--- config.mk ---
export PLATFORM = sky130hd
export DESIGN_NAME = spd_back
export DESIGN_NICKNAME = d
export VERILOG_FILES = /design/src/design/spd_pkg.sv /design/src/design/spd_back.sv
export SDC_FILE = /design/constraint.sdc
export NUM_CORES = 2
export LEC_CHECK = 0
export ABC_AREA = 0
export BUFFER_PORTS_ARGS = -buffer_cell sky130_fd_sc_hd__buf_4
export CAP_MARGIN = 20
export CORE_ASPECT_RATIO = 0.75
export CORE_MARGIN = 8
export CORE_UTILIZATION = 65
export DETAILED_ROUTE_END_ITERATION = 16
export GPL_TIMING_DRIVEN = 0
export MAX_ROUTING_LAYER = met4
export PLACE_DENSITY = 0.83
export REMOVE_ABC_BUFFERS = 1
export SLEW_MARGIN = 20
export SYNTH_ARGS = -nofsm -noshare
export SYNTH_HDL_FRONTEND = slang
export SYNTH_SLANG_ARGS = --single-unit
--- constraint.sdc ---
create_clock -name aclk -period 25.4 [get_ports aclk]
set_clock_uncertainty 0.15 [all_clocks]
set_input_delay 7.62 -clock aclk [delete_from_list [all_inputs] [get_ports aclk]]
set_output_delay 7.62 -clock aclk [all_outputs]
set_load 0.05 [all_outputs]
--- src/design/spd_pkg.sv ---
// Shared types, widths, register indexes and reset values of the segment pair detector.
// No dependencies.
package spd_pkg;

    // field widths
    localparam int COORD_BITS    = 16;
    localparam int OUT_BITS      = 16;
    localparam int RADIUS_BITS   = 16;
    localparam int LEN_BITS      = 14;

    // derived arithmetic widths
    localparam int DIFF_BITS     = COORD_BITS + 1;
    localparam int SQ_BITS       = 2 * COORD_BITS;
    localparam int SUM_SQ_BITS   = SQ_BITS + 1;
    localparam int BOUND_BITS    = LEN_BITS + 1;
    localparam int BOUND_SQ_BITS = 2 * BOUND_BITS;
    localparam int CMP_BITS      = (SUM_SQ_BITS > BOUND_SQ_BITS) ? SUM_SQ_BITS : BOUND_SQ_BITS;

    // configuration port
    localparam int CFG_INDEX_BITS = 3;
    localparam int CFG_DATA_BITS  = 16;

    localparam logic [CFG_INDEX_BITS-1:0] CFG_RADIUS_LOW     = 3'd0;
    localparam logic [CFG_INDEX_BITS-1:0] CFG_RADIUS_HIGH    = 3'd1;
    localparam logic [CFG_INDEX_BITS-1:0] CFG_SIDE_LENGTH    = 3'd2;
    localparam logic [CFG_INDEX_BITS-1:0] CFG_SIDE_TOLERANCE = 3'd3;
    localparam logic [CFG_INDEX_BITS-1:0] CFG_GAP_LENGTH     = 3'd4;
    localparam logic [CFG_INDEX_BITS-1:0] CFG_GAP_TOLERANCE  = 3'd5;

    localparam logic [RADIUS_BITS-1:0] RADIUS_LOW_RST     = 16'd1000;
    localparam logic [RADIUS_BITS-1:0] RADIUS_HIGH_RST    = 16'd3000;
    localparam logic [LEN_BITS-1:0]    SIDE_LENGTH_RST    = 14'd130;
    localparam logic [LEN_BITS-1:0]    SIDE_TOLERANCE_RST = 14'd30;
    localparam logic [LEN_BITS-1:0]    GAP_LENGTH_RST     = 14'd700;
    localparam logic [LEN_BITS-1:0]    GAP_TOLERANCE_RST  = 14'd500;

    // default depth of the queue between front and back
    localparam int QUEUE_DEPTH_DEF = 4;

    typedef struct packed {
        logic signed [COORD_BITS-1:0] start_x;
        logic signed [COORD_BITS-1:0] start_y;
        logic signed [COORD_BITS-1:0] end_x;
        logic signed [COORD_BITS-1:0] end_y;
        logic        [RADIUS_BITS-1:0] radius;
        logic                          last_in_scan;
    } spd_in_t;

    typedef struct packed {
        logic signed [OUT_BITS-1:0] first_mid_x;
        logic signed [OUT_BITS-1:0] first_mid_y;
        logic signed [OUT_BITS-1:0] second_mid_x;
        logic signed [OUT_BITS-1:0] second_mid_y;
    } spd_out_t;

    typedef struct packed {
        logic [RADIUS_BITS-1:0] radius_low;
        logic [RADIUS_BITS-1:0] radius_high;
        logic [LEN_BITS-1:0]    side_length;
        logic [LEN_BITS-1:0]    side_tolerance;
        logic [LEN_BITS-1:0]    gap_length;
        logic [LEN_BITS-1:0]    gap_tolerance;
    } spd_cfg_t;

    // one kept segment, already paired with the previous midpoint
    typedef struct packed {
        logic                         has_prev;
        logic signed [COORD_BITS-1:0] prev_mid_x;
        logic signed [COORD_BITS-1:0] prev_mid_y;
        logic signed [COORD_BITS-1:0] mid_x;
        logic signed [COORD_BITS-1:0] mid_y;
        logic signed [DIFF_BITS-1:0]  seg_dx;
        logic signed [DIFF_BITS-1:0]  seg_dy;
        logic signed [DIFF_BITS-1:0]  gap_dx;
        logic signed [DIFF_BITS-1:0]  gap_dy;
    } spd_entry_t;

endpackage

--- src/design/spd_back.sv ---
// Back part: squares the length and gap components, checks the windows and
// drives the result register. Depends on spd_pkg.
module spd_back (
    input  logic                aclk,
    input  logic                aresetn,
    input  spd_pkg::spd_cfg_t   cfg,
    input  logic                q_empty,
    output logic                q_pop,
    input  spd_pkg::spd_entry_t q_data,
    output logic                m_valid,
    input  logic                m_ready,
    output spd_pkg::spd_out_t   m_data
);
    import spd_pkg::*;

    function automatic logic [SQ_BITS-1:0] square(input logic signed [DIFF_BITS-1:0] d);
        logic signed [2*DIFF_BITS-1:0] p;
        p = (2*DIFF_BITS)'(d) * (2*DIFF_BITS)'(d);
        return p[SQ_BITS-1:0];
    endfunction

    function automatic logic [BOUND_SQ_BITS-1:0] hi_sq(input logic [LEN_BITS-1:0] n,
                                                       input logic [LEN_BITS-1:0] t);
        logic [BOUND_BITS-1:0] hi;
        hi = BOUND_BITS'(n) + BOUND_BITS'(t);
        return BOUND_SQ_BITS'(hi) * BOUND_SQ_BITS'(hi);
    endfunction

    // valid only when n > t, which is when the lower bound takes part
    function automatic logic [BOUND_SQ_BITS-1:0] lo_sq(input logic [LEN_BITS-1:0] n,
                                                       input logic [LEN_BITS-1:0] t);
        logic [LEN_BITS-1:0] lo;
        lo = n - t;
        return BOUND_SQ_BITS'(lo) * BOUND_SQ_BITS'(lo);
    endfunction

    function automatic logic signed [OUT_BITS-1:0] to_out(
        input logic signed [COORD_BITS-1:0] v);
        logic signed [COORD_BITS+OUT_BITS-1:0] ext;
        ext = (COORD_BITS+OUT_BITS)'(v);
        return ext[OUT_BITS-1:0];
    endfunction

    // squared bounds, refreshed every cycle from the registers
    logic [BOUND_SQ_BITS-1:0] side_hi_sq_reg, side_lo_sq_reg;
    logic [BOUND_SQ_BITS-1:0] gap_hi_sq_reg, gap_lo_sq_reg;
    logic                     side_lo_on_reg, gap_lo_on_reg;

    always_ff @(posedge aclk) begin
        side_hi_sq_reg <= hi_sq(cfg.side_length, cfg.side_tolerance);
        side_lo_sq_reg <= lo_sq(cfg.side_length, cfg.side_tolerance);
        side_lo_on_reg <= cfg.side_length > cfg.side_tolerance;
        gap_hi_sq_reg  <= hi_sq(cfg.gap_length, cfg.gap_tolerance);
        gap_lo_sq_reg  <= lo_sq(cfg.gap_length, cfg.gap_tolerance);
        gap_lo_on_reg  <= cfg.gap_length > cfg.gap_tolerance;
    end

    // square stage
    logic                         s1_valid_reg, s1_valid_next;
    logic                         s1_has_prev_reg;
    logic [SQ_BITS-1:0]           seg_dx_sq_reg, seg_dy_sq_reg;
    logic [SQ_BITS-1:0]           gap_dx_sq_reg, gap_dy_sq_reg;
    logic signed [COORD_BITS-1:0] s1_prev_mid_x_reg, s1_prev_mid_y_reg;
    logic signed [COORD_BITS-1:0] s1_mid_x_reg, s1_mid_y_reg;

    logic              out_free;
    logic              s1_take;
    logic [CMP_BITS-1:0] seg_sum, gap_sum;
    logic              len_ok, gap_ok, match;
    logic              prev_len_ok_reg, prev_len_ok_next;
    logic              m_valid_reg, m_valid_next;
    spd_out_t          m_data_reg;

    assign out_free = !m_valid_reg || m_ready;
    assign s1_take  = s1_valid_reg && out_free;
    assign q_pop    = !q_empty && (!s1_valid_reg || out_free);

    always_ff @(posedge aclk) begin
        if (q_pop) begin
            s1_has_prev_reg   <= q_data.has_prev;
            seg_dx_sq_reg     <= square(q_data.seg_dx);
            seg_dy_sq_reg     <= square(q_data.seg_dy);
            gap_dx_sq_reg     <= square(q_data.gap_dx);
            gap_dy_sq_reg     <= square(q_data.gap_dy);
            s1_prev_mid_x_reg <= q_data.prev_mid_x;
            s1_prev_mid_y_reg <= q_data.prev_mid_y;
            s1_mid_x_reg      <= q_data.mid_x;
            s1_mid_y_reg      <= q_data.mid_y;
        end
    end

    // window checks on squared values; a lower bound at or below zero passes
    assign seg_sum = CMP_BITS'(seg_dx_sq_reg) + CMP_BITS'(seg_dy_sq_reg);
    assign gap_sum = CMP_BITS'(gap_dx_sq_reg) + CMP_BITS'(gap_dy_sq_reg);
    assign len_ok  = (!side_lo_on_reg || (seg_sum > CMP_BITS'(side_lo_sq_reg)))
                     && (seg_sum < CMP_BITS'(side_hi_sq_reg));
    assign gap_ok  = (!gap_lo_on_reg || (gap_sum > CMP_BITS'(gap_lo_sq_reg)))
                     && (gap_sum < CMP_BITS'(gap_hi_sq_reg));
    assign match   = s1_has_prev_reg && prev_len_ok_reg && len_ok && gap_ok;

    // stage control and length flag of the previous kept segment
    always_comb begin
        s1_valid_next    = s1_valid_reg;
        prev_len_ok_next = prev_len_ok_reg;
        m_valid_next     = m_valid_reg;
        if (s1_take) begin
            s1_valid_next    = 1'b0;
            prev_len_ok_next = len_ok;
        end
        if (q_pop) begin
            s1_valid_next = 1'b1;
        end
        if (m_ready) begin
            m_valid_next = 1'b0;
        end
        if (s1_take && match) begin
            m_valid_next = 1'b1;
        end
    end

    always_ff @(posedge aclk) begin
        if (!aresetn) begin
            s1_valid_reg    <= 1'b0;
            prev_len_ok_reg <= 1'b0;
            m_valid_reg     <= 1'b0;
        end else begin
            s1_valid_reg    <= s1_valid_next;
            prev_len_ok_reg <= prev_len_ok_next;
            m_valid_reg     <= m_valid_next;
        end
    end

    // result register
    always_ff @(posedge aclk) begin
        if (s1_take && match) begin
            m_data_reg.first_mid_x  <= to_out(s1_prev_mid_x_reg);
            m_data_reg.first_mid_y  <= to_out(s1_prev_mid_y_reg);
            m_data_reg.second_mid_x <= to_out(s1_mid_x_reg);
            m_data_reg.second_mid_y <= to_out(s1_mid_y_reg);
        end
    end

    assign m_valid = m_valid_reg;
    assign m_data  = m_data_reg;

endmodule

==> results.py <==
metrics = {
    "critical_path": {
        "arrival_ps": 9700,
        "cp.buffers_inverters": 7,
        "start_kind": "input pin",
        "crit_type": "input pin to output pin",
        "timing.rr.start": "seg_dx_sq_reg[6]$_DFFE_PP_",
        "cp_max_fo": 21,
        "critPathSlowestCell": "a21oi_4",
        "cpPeakStageDelay_ps": 620,
        "worst_setup_path_end_kind": "output pin",
        "cpLargestDelayFamily": "buffers and inverters",
        "critical_path.most_common_cell": "buf_16",
        "setup.worst_path.start": "m_ready",
        "worstPathRequired_ps": 17630,
        "worstPathCellList": "buf_4 -> nor2b_1 -> a21oi_4 -> buf_16 -> buf_16 -> buf_16 -> buf_16 -> buf_16 -> buf_4",
    },
    "clock_tree": {
        "path_clk_slew_ps": 60,
        "cts_tree": "yes",
        "cts.sinks": 368,
        "postCtsHoldBufs": 0,
        "clock-root-buffer": "clkbuf_16",
        "cts_buffer_depth": 3,
        "insertion_delay_ps": 590,
        "cts_buffers": 42,
        "htree_levels": 2,
        "ctsResizeCount": 0,
        "post_cts_buffers": 0,
    },
    "logic_synthesis": {
        "synth_edf_count": 253,
        "synthAdderAreaFrac_pct": 53.7,
        "synth_flop_cell": "edfxtp_1",
        "synth_top_family_by_area": "adder cells",
        "synthXorXnorAreaFrac_pct": 4.39,
        "yosys.area_share.simple_pct": 10.8,
        "syn-instance-count": 8106,
        "synth.distinct_cells": 100,
        "synth_compound_area_share_pct": 7.50,
        "async_flop_share_pct": 0,
        "ys_warn_count": 0,
        "synth-seq-area-share_pct": 12.7,
        "synth.avg_cell_area_um2": 9.65,
        "netlist_area_mm2": 0.0782,
        "ys_ff_latch": 368,
        "synth.area.mux_share_pct": 0.126,
    },
    "global_route": {
        "antenna_found_initial": 17,
        "grt.total_usage_pct": 29.5,
        "overflow": 0,
        "grt_pass1_wl_mm": 308,
        "grt_pass1_vias": 61100,
        "grt_max_degree": 34,
    },
    "routing": {
        "vias_per_cell": 5.66,
        "vias": 56000,
        "antenna_left": 0,
        "drtIter0Drc": 4789,
        "totalWireLength_mm": 185,
        "first_pass_iters": 7,
        "avgRoutedWirePerCell_um": 18.7,
        "drc": 0,
    },
    "hold_path": {
        "worstHoldPathType": "flop to flop",
        "hold_start": "s1_prev_mid_x_reg[11]$_DFFE_PP_",
    },
    "timing": {
        "fin_crit_ps": 17470,
        "rsz0062_at_grt": "no",
        "fin_crit_sh_pct": 68.8,
        "tightest_slew_ps": 1180,
        "slew_headroom_pct": 20.1,
        "setup_viol": 0,
        "slew_violations": 0,
        "fmax_ghz": 0.0573,
        "hold_violations": 0,
        "holdWs_ps": 268,
    },
    "floorplan": {
        "fp.dieH_um": 316,
        "num_io_pins": 291,
        "core_mm2": 0.120,
        "start_util_pct": 65.3,
        "fp.dieArea_mm2": 0.132,
        "rows": 110,
        "dieWidth_um": 417,
    },
    "run": {
        "max_cap_viol_count": 0,
    },
    "cells_and_area": {
        "fin_nets": 10900,
        "final_area_mm2": 0.0834,
        "largest_register_ffs": 64,
        "area_growth_pct": 6.67,
        "drive_gt1_share_pct": 5.36,
        "mostFrequentLayoutCells": "2081 x inv_1, 1532 x fa_1, 906 x ha_1",
        "final_common_cell": "inv_1",
    },
    "placed_design": {
        "port-buffer-count": 258,
        "dp_hpwl_mm": 155,
        "place_area_mm2": 0.0820,
        "place_congestion": 0.979,
    },
    "status": {
        "status": "completed",
    },
}
-- area by class of cell --
class	count	area [um^2]
multi-input combinational	5484	60000
fill	8695	36300
sequential	368	9900
inverter	2107	7910
timing repair buffer	280	2270
tap	1568	1960
clock buffer	48	1090
clock inverter	27	304
antenna	16	40.0
-- metrics by stage --
stage	setup WS, ps	utilization (%)	setup TNS [ps]	cells
3_3_place_gp	-4760	68.1	-4760	9785
3_5_place_dp	7940	68.5	0	9807
4_1_cts	7930	69.6	0	9882
5_1_grt	7860	69.7	0	9898
2_1_floorplan	140	-	0	7959
6_report	7930	69.7	0	9898
-- cell families (layout without fill, tap and decap cells) --
group,Yosys count,in the layout
buf+inv,2254,2462
fa+ha+maj,2438,2438
xor+xnor,385,385
flops,368,368
other cells,0,16
compound gates,884,884
mux,9,9
simple gates,1768,1768
-- path summary, 6_finish.rpt --
check | to | slack, ps | cells after the start
worst max-delay path | q_pop | 7930 | 9
worst min-delay path | m_data[59]$_DFFE_PP_ | 270 | 0
worst max register to register | m_data[6]$_DFFE_PP_ | 18030 | 26
worst min register to register | m_data[59]$_DFFE_PP_ | 270 | 0
-- metal layers --
layer	global-route usage, %	share of wire, %
met1	40.6	42
met2	45.8	46
met3	4.62	8.7
met4	8.64	3.0
met5	-	0
-- Yosys cell counts, drive strengths merged (11+ instances only) --
cell type	count	area [um^2]
xor2	100	891
o21bai	38	285
nor2b	73	457
and2	289	1810
ha	906	11300
dfxtp	115	2300
a31oi	39	256
nor2	446	1680
o21ai	153	769
nand2b	79	494
o2111ai	11	96.3
a211o	12	105
nand2	582	2180
a21oi	261	1310
a21o	121	908
and3	37	234
nand4	26	163
a2111oi	11	130
a21boi	12	90.1
buf	12	63.8
a211oi	50	400
inv	2096	7870
and4	11	96.3
nor3	70	360
xnor2	284	2520
nand3	64	320
clkinv	11	41.3
clkbuf	135	507
or3	22	138
or2	30	188
o211ai	27	203
o31a	13	114
o21a	42	315
edfxtp	253	7600
fa	1532	30700
-- worst register-to-register path, delay by kind of cell, from the launching register on --
kind,cells,cell delay [ps]
adders and majority gates,2,720
DFF,1,430
and+or+nand+nor,4,1050
xor gates and xnor gates,1,300
AOI/OAI and AO/OA,12,2800
buffers and inverters,7,1650
Power is not shown: default switching activity piles up to over one toggle a cycle in this logic, so the estimate is an artifact.
