==> src/design/spd_queue.sv <==
// Small synchronous FIFO between the front and back parts of the detector.
// No package dependency; width and depth come from parameters.
module spd_queue #(
    parameter int WIDTH = 8,
    parameter int DEPTH = 4
) (
    input  logic             aclk,
    input  logic             aresetn,
    input  logic             push,
    input  logic [WIDTH-1:0] push_data,
    output logic             full,
    input  logic             pop,
    output logic             empty,
    output logic [WIDTH-1:0] pop_data
);

    localparam int PTR_BITS = (DEPTH > 1) ? $clog2(DEPTH) : 1;
    localparam int CNT_BITS = $clog2(DEPTH + 1);

    logic [WIDTH-1:0]    mem_reg [DEPTH];
    logic [PTR_BITS-1:0] wr_ptr_reg, wr_ptr_next;
    logic [PTR_BITS-1:0] rd_ptr_reg, rd_ptr_next;
    logic [CNT_BITS-1:0] count_reg, count_next;

    assign full     = (count_reg == CNT_BITS'(DEPTH));
    assign empty    = (count_reg == '0);
    assign pop_data = mem_reg[rd_ptr_reg];

    // pointer wrap and fill count
    always_comb begin
        wr_ptr_next = wr_ptr_reg;
        rd_ptr_next = rd_ptr_reg;
        count_next  = count_reg;
        if (push) begin
            wr_ptr_next = (wr_ptr_reg == PTR_BITS'(DEPTH - 1)) ? '0 : wr_ptr_reg + 1'b1;
        end
        if (pop) begin
            rd_ptr_next = (rd_ptr_reg == PTR_BITS'(DEPTH - 1)) ? '0 : rd_ptr_reg + 1'b1;
        end
        case ({push, pop})
            2'b10:   count_next = count_reg + 1'b1;
            2'b01:   count_next = count_reg - 1'b1;
            default: count_next = count_reg;
        endcase
    end

    always_ff @(posedge aclk) begin
        if (!aresetn) begin
            wr_ptr_reg <= '0;
            rd_ptr_reg <= '0;
            count_reg  <= '0;
        end else begin
            wr_ptr_reg <= wr_ptr_next;
            rd_ptr_reg <= rd_ptr_next;
            count_reg  <= count_next;
        end
    end

    // entry storage
    always_ff @(posedge aclk) begin
        if (push) begin
            mem_reg[wr_ptr_reg] <= push_data;
        end
    end

endmodule

==> config.mk <==
export PLATFORM = sky130hd
export DESIGN_NAME = spd_queue
export DESIGN_NICKNAME = d
export VERILOG_FILES = /design/src/design/spd_queue.sv
export SDC_FILE = /design/constraint.sdc
export NUM_CORES = 1
export LEC_CHECK = 0
export BUFFER_PORTS_ARGS = -buffer_cell sky130_fd_sc_hd__buf_2
export CAP_MARGIN = 20
export CORE_MARGIN = 2
export CORE_UTILIZATION = 45
export DETAILED_ROUTE_END_ITERATION = 10
export PLACE_DENSITY = 0.74
export SLEW_MARGIN = 30
export SYNTH_ARGS = -nofsm -noshare
export SYNTH_HDL_FRONTEND = slang
export SYNTH_SLANG_ARGS = --single-unit
==> constraint.sdc <==
create_clock -name aclk -period 2.4 [get_ports aclk]
set_input_delay 0 -clock aclk [delete_from_list [all_inputs] [get_ports aclk]]
set_output_delay 0 -clock aclk [all_outputs]
set_load 0.01 [all_outputs]
==> reports/results.tsv, run 1 <==
stage	metric	value	unit
power	final total power	1.404	mW
place	dpl cell area	1768	um^2
setup_path	critical path's top delay family	flip-flops	
layout	Fill cells	263	
status	status	finished clean	
route	ANT nets after route	0	
die	die height	64.03	um
sta	Hold Worst Slack	19.38	ps
power	leakage	0.7055	nW
setup_path	Worst EP required	2400	ps
logic_synthesis	Synthesis Warnings	0	
route	via count	826	
layout	final cell count without fillers	171	
setup_path	crit-path cells	mux4_2 > buf_2	
setup_path	r2r endpoint	count_reg[2]	
global_route	first-pass GRT wire length	4036	um
setup_path	Max stage delay on crit path	680	ps
setup_path	reg2reg setup slack	820	ps
die	die area	4100	um^2
setup_path	R2R cell count	5	
die	Horiz. Die Dim	64.03	um
setup_path	WP buf/inv	1	
route	DR WL met2	1205	um
sta	Worst Clk Skew	5.832	ps
sta	final slew viol count	0	
clock_tree	clk slew on worst S/H paths	110	ps
sta	final hold vios	0	
sta	Final WS setup	646.1	ps
job	max cap viols	0	
layout	final core utilization	0.5703	
logic_synthesis	mapped cell area	1622	um^2
setup_path	Setup CP Type	flip-flop to output pin	
setup_path	Critical Path Fanout Max	8	
place	pre-CTS setup slack	824.1	ps
layout	Largest register FFs	32	
global_route	largest net degree at the start of global routing	13	
sta	period utilisation layout	0.7308	
layout	multi-input logic area	441.7	um^2
clock_tree	Root Driver	clkbuf_4	
min_path	WHS Endpoint	wr_ptr_reg[1]	
clock_tree	Num CTS Buffers	5	
sta	Highest Clock Rate	0.5701	GHz
power	pwr/cell area	726.5	nW/um^2
place	Final HPWL DP	1664	um
sta	post-route minimum period	1754	ps
global_route	overall routing resource usage	0.1366	
die	Rows	21	
clock_tree	CTS-repair resized insts	0	
route	met3 wire length	132	um
clock_tree	CTS max path bufs	2	
logic_synthesis	Synth area leader	edfxtp_1	
logic_synthesis	synth top area cells	edfxtp_1 (59%), dfxtp_1 (11%), mux4_2 (11%)	
layout	nets	143	
clock_tree	clk sinks	41	
sta	Least-Margin Pin Slew	540.0	ps
power	VDD IR max	0.3883	mV
setup_path	Crit path arrival time	1750	ps
route	WL final	2404	um
logic_synthesis	Synth async-reset ratio	0	
min_path	worst hold stages	3	
route	Vias/cell	4.830	
die	I/O Pins	22	
layout	area delta synth->final	19.21	%
clock_tree	Worst-Skew Late Latency	340	ps
route	Iter 0 DRT Violations	34	
logic_synthesis	most common cell in the netlist	edfxtp_1	
sta	final setup vio count	0	
logic_synthesis	EDFF count, synth	32	
layout	Seq. cell area	1141	um^2
logic_synthesis	share of the synthesized area in the top cell type	0.5926	
min_path	worst min path class	input port to flip-flop	
global_route	number of global-route vias before repair	858	
die	Starting Density	0.4784	
clock_tree	Post-CTS Setup Bufs	0	
clock_tree	CTS tree	built	
place	Port-buffer cells	21	
sta	unrepaired setup endpoints after global routing	no	
place	placer congestion estimate	0.6904	
clock_tree	maximum level of the CTS H-tree	2	
logic_synthesis	Post-synth top cells	edfxtp_1 (32), dfxtp_1 (9), mux4_2 (8)	
layout	design area	1933	um^2
logic_synthesis	Synth cell types	22	
layout	ANT cells	0	
global_route	grt total ovfl	0	
route	DRC viols	0	
setup_path	slowest cell on the critical path	dfxtp_1	
route	Metal-1 WL	1012	um
clock_tree	hold_buf cts	9	
global_route	initial antenna violation count	0	
logic_synthesis	flops & latches, synth	41	
die	CORE AREA	3390	um^2
route	router iterations before antenna repair	4	
setup_path	Crit. End Element	output pin	
logic_synthesis	sequential area share after synthesis	0.7037	
min_path	HP Start	push	
logic_synthesis	Mapped Cells	89	
logic_synthesis	ys flop type	edfxtp_1	
sta	Worst slew margin	0.6395	
place	placed insts	154	
sta	Setup TNS Final	0	ps
setup_path	RR Startpoint	count_reg[0]	
logic_synthesis	Post-Syn Nets	108	
route	uppermost layer routed	met4	
setup_path	Critical Path Source Type	flip-flop	
layout	layout cells sized above 1	0.2800	
route	wire length per cell	14.06	um
logic_synthesis	syn avg cell area	18.22	um^2
[power breakdown]
| group | switching [mW] | total, mW | internal, mW |
|---|---|---|---|
| clock | 0.204 | 0.421 | 0.217 |
| sequential | 0.0243 | 0.826 | 0.802 |
| combinational | 0.0723 | 0.157 | 0.0846 |
| total | 0.301 | 1.40 | 1.10 |
[kinds of logic after synthesis]
| family | Yosys count | synth area share |
|---|---|---|
| adders and majority gates | 7 | 0.05864 |
| xor gates and xnor gates | 2 | 0.01080 |
| and+or+nand+nor | 16 | 0.06095 |
| muxes | 10 | 0.1235 |
| AOI/OAI and AO/OA | 5 | 0.01852 |
| DFF | 41 | 0.7037 |
| buffers and inverters | 8 | 0.02392 |
[cells in the final DEF (no fill, tap or decap)]
master          n
a21boi_1        1
a21oi_1         1
and2_1          6
and3_1          1
buf_2          21
bufinv_16       1
clkbuf_1        1
clkbuf_4        5
clkinv_1        1
dfxtp_1         9
dlygate4sd3_1   9
edfxtp_1       32
fa_1            1
ha_1            6
inv_1           6
mux2i_1         2
mux4_2          8
nand2_1         1
nor2b_1         4
nor3_1          1
nor3b_1         2
o21a_1          1
o21ai_0         2
or3_1           1
xnor2_1         1
xor2_1          1
[how the worst max path moves through the flow]
stage	endpoint	start	depth (start not counted)	slack, ps
detailed placement	count_reg[2]	count_reg[0]	5	820
finish	pop_data[4]	flip-flop	2	650
floorplan	count_reg[2]	count_reg[0]	5	940
global route	pop_data[4]	flip-flop	2	510
CTS	pop_data[4]	flip-flop	2	570
global placement	count_reg[2]	count_reg[0]	5	920
[tightest hold or removal path, stage by stage]
cell and delay [ps]:
buf_2 140, mux2i_1 80, nor2b_1 100
[cell type report]
class | count | area share
Multi-Input combinational cell | 40 | 0.2285
Inverter | 6 | 0.01165
Sequential cell | 41 | 0.5903
Clock inverter | 2 | 0.01748
Clock buffer | 6 | 0.02136
Tap cell | 46 | 0.02977
Timing Repair Buffer | 30 | 0.1010
[per-layer routing]
layer  vias up  GRT usage
met4         0    0.06522
li1        403          -
met3         5    0.04930
met2        21     0.2266
met1       397     0.1565
met5         -          0
No activity file was read; power rests on OpenSTA's default activity.
==> run 2: changes to the inputs <==
- clock period: 2.4 -> 1.8 ns (I/O delays scaled with it)
==> reports/results.tsv, run 2 (same netlist as run 1, synthesis figures left out) <==
stage	metric	value	unit	change
global_route	initial antenna violation count	0		unchanged
route	wire length per cell	14.15	um	was 14.06 um
route	WL final	2434	um	was 2404 um
global_route	largest net degree at the start of global routing	13		unchanged
power	part of the power in registers	0.635		was 0.588
global_route	overall routing resource usage	0.1373		was 0.1366
route	ANT nets after route	0		unchanged
power	clock power share	0.239		was 0.300
sta	unrepaired setup endpoints after global routing	no		unchanged
setup_path	slowest cell on the critical path	fa_1		was dfxtp_1
die	die height	64.03	um	unchanged
clock_tree	clk sinks	41		unchanged
power	pwr/cell area	901.9	nW/um^2	was 726.5 nW/um^2
sta	Hold Worst Slack	15.89	ps	was 19.38 ps
setup_path	Setup CP Type	flip-flop to flip-flop		was flip-flop to output pin
power	Gate power share	0.126		was 0.112
place	dpl cell area	1775	um^2	was 1768 um^2
setup_path	Max stage delay on crit path	440	ps	was 680 ps
min_path	worst min path class	input port to flip-flop		unchanged
sta	period utilisation layout	0.8883		
die	Starting Density	0.4784		unchanged
layout	design area	1918	um^2	was 1933 um^2
route	DRC viols	0		unchanged
sta	Least-Margin Pin Slew	447.1	ps	was 540.0 ps
clock_tree	Root Driver	clkbuf_4		unchanged
layout	most frequent cells in the layout	edfxtp_1 (32), buf_2 (21), dlygate4sd3_1 (9)		was edfxtp_1 (32), buf_2 (21), dfxtp_1 (9), dlygate4sd3_1 (9), mux4_2 (8)
sta	post-route minimum period	1599	ps	
global_route	number of global-route vias before repair	864		was 858
global_route	grt total ovfl	0		unchanged
setup_path	Critical Path Fanout Max	3		was 8
power	switching share of power	0.2292		was 0.2144
layout	Largest register FFs	32		unchanged
sta	Final WS setup	201.0	ps	was 646.1 ps
place	Port-buffer cells	21		unchanged
power	Cell Int Power	1.333	mW	was 1.103 mW
layout	nets	144		was 143
setup_path	Crit path arrival time	1860	ps	was 1750 ps
min_path	worst hold stages	3		unchanged
clock_tree	Num CTS Buffers	5		unchanged
route	via count	843		was 826
power	VDD IR max	0.5708	mV	was 0.3883 mV
clock_tree	CTS tree	built		unchanged
layout	area delta synth->final	18.29	%	was 19.21%
clock_tree	maximum level of the CTS H-tree	2		unchanged
layout	most common cell after layout, fill and taps aside	edfxtp_1		unchanged
route	router iterations before antenna repair	3		was 4
layout	layout cells sized above 1	0.3016		was 0.2800
sta	final setup vio count	0		unchanged
setup_path	Crit. End Element	flip-flop		was output pin
place	pre-CTS setup slack	226.1	ps	was 824.1 ps
route	Iter 0 DRT Violations	24		was 34
clock_tree	Post-CTS Setup Bufs	0		unchanged
setup_path	Worst EP required	2060	ps	was 2400 ps
sta	Worst slew margin	0.7019		was 0.6395
route	Vias/cell	4.901		was 4.830
sta	Highest Clock Rate	0.6254	GHz	
setup_path	crit-path cells	inv_1 > fa_1 > xor2_1 > or3_1 > a21boi_1		was mux4_2 > buf_2
die	CORE AREA	3390	um^2	unchanged
die	I/O Pins	22		unchanged
layout	final core utilization	0.5659		was 0.5703
global_route	first-pass GRT wire length	4015	um	was 4036 um
sta	Worst Clk Skew	5.099	ps	was 5.832 ps
sta	Setup TNS Final	0	ps	unchanged
sta	final slew viol count	0		unchanged
die	Horiz. Die Dim	64.03	um	unchanged
layout	ANT cells	0		unchanged
power	net switching power	0.3965	mW	was 0.3010 mW
setup_path	R2R cell count	5		unchanged
die	die area	4100	um^2	unchanged
place	Final HPWL DP	1677	um	was 1664 um
place	placer congestion estimate	0.6959		was 0.6904
die	Rows	21		unchanged
clock_tree	CTS max path bufs	2		unchanged
job	max cap viols	0		unchanged
clock_tree	Worst-Skew Late Latency	330	ps	was 340 ps
power	leakage	0.7031	nW	was 0.7055 nW
clock_tree	clk slew on worst S/H paths	100	ps	was 110 ps
setup_path	Critical Path Source Type	flip-flop		unchanged
status	status	finished clean		unchanged
sta	final hold vios	0		unchanged
[run 2: cell count changes in the layout (fill, tap and decap cells not counted)]
cell / change
clkinv_1: -1
bufinv_16: -1
dfxtp_1: -1
buf_4: +1
clkinv_2: +2
dfxtp_2: +1
[run 2: power groups by stage]
stage | clock network [mW] | logic [mW] | registers [mW]
global placement | 0 | 0.198 | 1.12
CTS | 0.433 | 0.222 | 1.10
floorplan | 0 | 0.140 | 1.11
finish | 0.414 | 0.218 | 1.10
detailed placement | 0 | 0.206 | 1.12
global route | 0.476 | 0.243 | 1.10
[run 2: layout make-up]
type	count	area, um^2
fillers	284	1471
flip-flops and latches	41	1142
multi-input cells	40	441.7
repair buffers	31	202.7
well taps	46	57.56
clock buffers	6	41.29
inverters	6	22.52
clock inverters	2	10.01
[run 2: layer usage]
metal,vias to the layer above,track usage,part of all wire
met5,-,0,0
met4,0,0.05978,0.020
met3,5,0.04754,0.039
met2,19,0.2331,0.53
met1,414,0.1564,0.41
li1,405,-,-
[run 2: repair_timing]
item	CTS	global route
hold endpoints to repair	41	0
hold buffers	9	0
endpoints found under the setup margin	0	5
resized for setup	0	1
[run 2: worst max-delay path: cells and delay by family, from the launching register on]
family                   cells  cell delay [ps]
adder cells (fa/ha/maj)      1              440
flip-flops                   1              380
AND/OR/NAND/NOR              1              310
XOR/XNOR                     1              160
AO/OA/AOI/OAI                1              160
buffers and inverters        1               90
[run 2: path summary, 6_finish.rpt]
kind                 startpoint             to  slack [ps]
hold reg to reg   rd_ptr_reg[1]  rd_ptr_reg[1]         550
setup reg to reg   count_reg[0]   count_reg[2]         200
hold / removal             push  wr_ptr_reg[1]          20
setup / recovery   count_reg[0]   count_reg[2]         200
[run 2: metrics by stage]
step	std cells	power [mW]
2_1_floorplan	89	1.246
6_report	172	1.730
4_1_cts	172	1.754
5_1_grt	172	1.824
3_3_place_gp	155	1.315
3_5_place_dp	155	1.327
==> run 3: changes to the inputs <==
- CAP_MARGIN: 20 -> 15
- CORE_UTILIZATION: 45 -> 55
- CTS_CLUSTER_DIAMETER: not set -> 120
- PLACE_DENSITY: 0.74 -> 0.86
==> reports/results.tsv, run 3 (same netlist as run 1, synthesis figures left out) <==
stage	metric	value	unit	change
sta	Highest Clock Rate	0.6161	GHz	was 0.6254 GHz
clock_tree	CTS max path bufs	2		unchanged
global_route	number of global-route vias before repair	899		was 864
power	VDD IR max	0.7093	mV	was 0.5708 mV
clock_tree	maximum level of the CTS H-tree	2		unchanged
global_route	grt total ovfl	0		unchanged
route	Vias/cell	5.280		was 4.901
global_route	first-pass GRT wire length	4202	um	was 4015 um
die	die height	58.30	um	was 64.03 um
route	Iter 0 DRT Violations	17		was 24
layout	most frequent cells in the layout	edfxtp_1 (32), buf_2 (21), dfxtp_1 (9), dlygate4sd3_1 (9), mux4_2 (8)		was edfxtp_1 (32), buf_2 (21), dlygate4sd3_1 (9)
setup_path	Worst EP required	2080	ps	was 2060 ps
die	CORE AREA	2781	um^2	was 3390 um^2
die	Horiz. Die Dim	58.30	um	was 64.03 um
layout	final cell count without fillers	157		was 172
clock_tree	Worst-Skew Late Latency	340	ps	was 330 ps
layout	layout cells sized above 1	0.2937		was 0.3016
place	pre-CTS setup slack	195.6	ps	was 226.1 ps
sta	Worst slew margin	0.7234		was 0.7019
place	placed insts	140		was 155
power	final total power	1.871	mW	was 1.730 mW
layout	nets	144		unchanged
setup_path	crit-path cells	inv_1 > fa_1 > xor2_1 > or3_1 > a21boi_1		unchanged
die	Rows	19		was 21
sta	Setup TNS Final	0	ps	unchanged
die	Starting Density	0.5830		was 0.4784
job	max cap viols	0		unchanged
die	I/O Pins	22		unchanged
power	net switching power	0.4106	mW	was 0.3965 mW
sta	Hold Worst Slack	13.96	ps	was 15.89 ps
sta	Worst Clk Skew	10.23	ps	was 5.099 ps
layout	Fill cells	196		was 284
layout	final core utilization	0.6928		was 0.5659
route	WL final	2520	um	was 2434 um
route	router iterations before antenna repair	4		was 3
power	leakage	0.7145	nW	was 0.7031 nW
route	ANT nets after route	0		unchanged
setup_path	WP buf/inv	1		unchanged
min_path	worst min path class	input port to flip-flop		unchanged
clock_tree	Post-CTS Setup Bufs	0		unchanged
layout	design area	1927	um^2	was 1918 um^2
status	status	finished clean		unchanged
power	switching share of power	0.2194		was 0.2292
layout	ANT cells	0		unchanged
sta	final setup vio count	0		unchanged
place	Port-buffer cells	21		unchanged
setup_path	Crit. End Element	flip-flop		unchanged
power	Gate power share	0.118		was 0.126
place	dpl cell area	1757	um^2	was 1775 um^2
sta	period utilisation layout	0.9017		was 0.8883
sta	Final WS setup	176.9	ps	was 201.0 ps
sta	unrepaired setup endpoints after global routing	no		unchanged
sta	post-route minimum period	1623	ps	was 1599 ps
layout	area delta synth->final	18.83	%	was 18.29%
clock_tree	Num CTS Buffers	5		unchanged
sta	Least-Margin Pin Slew	415.0	ps	was 447.1 ps
power	part of the power in registers	0.585		was 0.635
setup_path	Critical Path Source Type	flip-flop		unchanged
clock_tree	CTS tree	built		unchanged
sta	final slew viol count	0		unchanged
power	Cell Int Power	1.461	mW	was 1.333 mW
clock_tree	clk slew on worst S/H paths	110	ps	was 100 ps
route	wire length per cell	16.05	um	was 14.15 um
setup_path	Max stage delay on crit path	450	ps	was 440 ps
clock_tree	Root Driver	clkbuf_4		unchanged
global_route	initial antenna violation count	0		unchanged
setup_path	slowest cell on the critical path	fa_1		unchanged
setup_path	Crit path arrival time	1910	ps	was 1860 ps
power	pwr/cell area	971.1	nW/um^2	was 901.9 nW/um^2
die	die area	3399	um^2	was 4100 um^2
sta	final hold vios	0		unchanged
setup_path	Critical Path Fanout Max	3		unchanged
route	via count	829		was 843
setup_path	critical path's top delay family	adder cells		unchanged
global_route	largest net degree at the start of global routing	13		unchanged
setup_path	Setup CP Type	flip-flop to flip-flop		unchanged
power	clock power share	0.297		was 0.239
layout	most common cell after layout, fill and taps aside	edfxtp_1		unchanged
place	Final HPWL DP	1850	um	was 1677 um
place	placer congestion estimate	0.6505		was 0.6959
route	DRC viols	0		unchanged
layout	Largest register FFs	32		unchanged
clock_tree	clk sinks	41		unchanged
global_route	overall routing resource usage	0.1781		was 0.1373
==> run 3: area by class of cell <==
class,count,area [um^2],share of cell area
flip-flops and latches,41,1141,0.5922
multi-input cells,40,441.7,0.2292
repair buffers,31,202.7,0.1052
clock buffers,8,80.08,0.04156
well taps,31,38.79,0.02013
inverters,6,22.52,0.01169
==> run 3: what timing repair did <==
action	4_1_cts	5_1_grt
endpoints found under the hold margin	41	0
gates resized for setup	0	0
hold buffers	9	0
==> run 3: path summary, 6_finish.rpt <==
check                                   from             to  slack (ps)  cells after the start
worst max-delay path            count_reg[0]   count_reg[2]         180                      5
worst min-delay path                    push  wr_ptr_reg[1]          10                      3
worst max register to register  count_reg[0]   count_reg[2]         180                      5
worst min register to register  count_reg[2]   count_reg[2]         530                      2
==> run 3: layer usage <==
layer | share of wire | vias up | track usage
li1 | - | 404 | -
met1 | 0.39 | 394 | 0.2063
met2 | 0.55 | 23 | 0.3114
met3 | 0.041 | 8 | 0.04615
met4 | 0.019 | 0 | 0.07973
met5 | 0 | - | 0
==> run 3: worst register-to-register path: stages, from the launching register on <==
cell and delay, ps:
dfxtp_1 400, inv_1 100, fa_1 450, xor2_1 160, or3_1 320, a21boi_1 140
==> run 3: power groups by stage <==
stage                     Sequential, mW  Combinational (mW)  Clock (mW)
final                               1.09               0.221       0.555
after global routing                1.10               0.248       0.597
after CTS                           1.10               0.226       0.560
after detailed placement            1.12               0.211           0
after global placement              1.11               0.199           0
after floorplan                     1.11               0.140           0
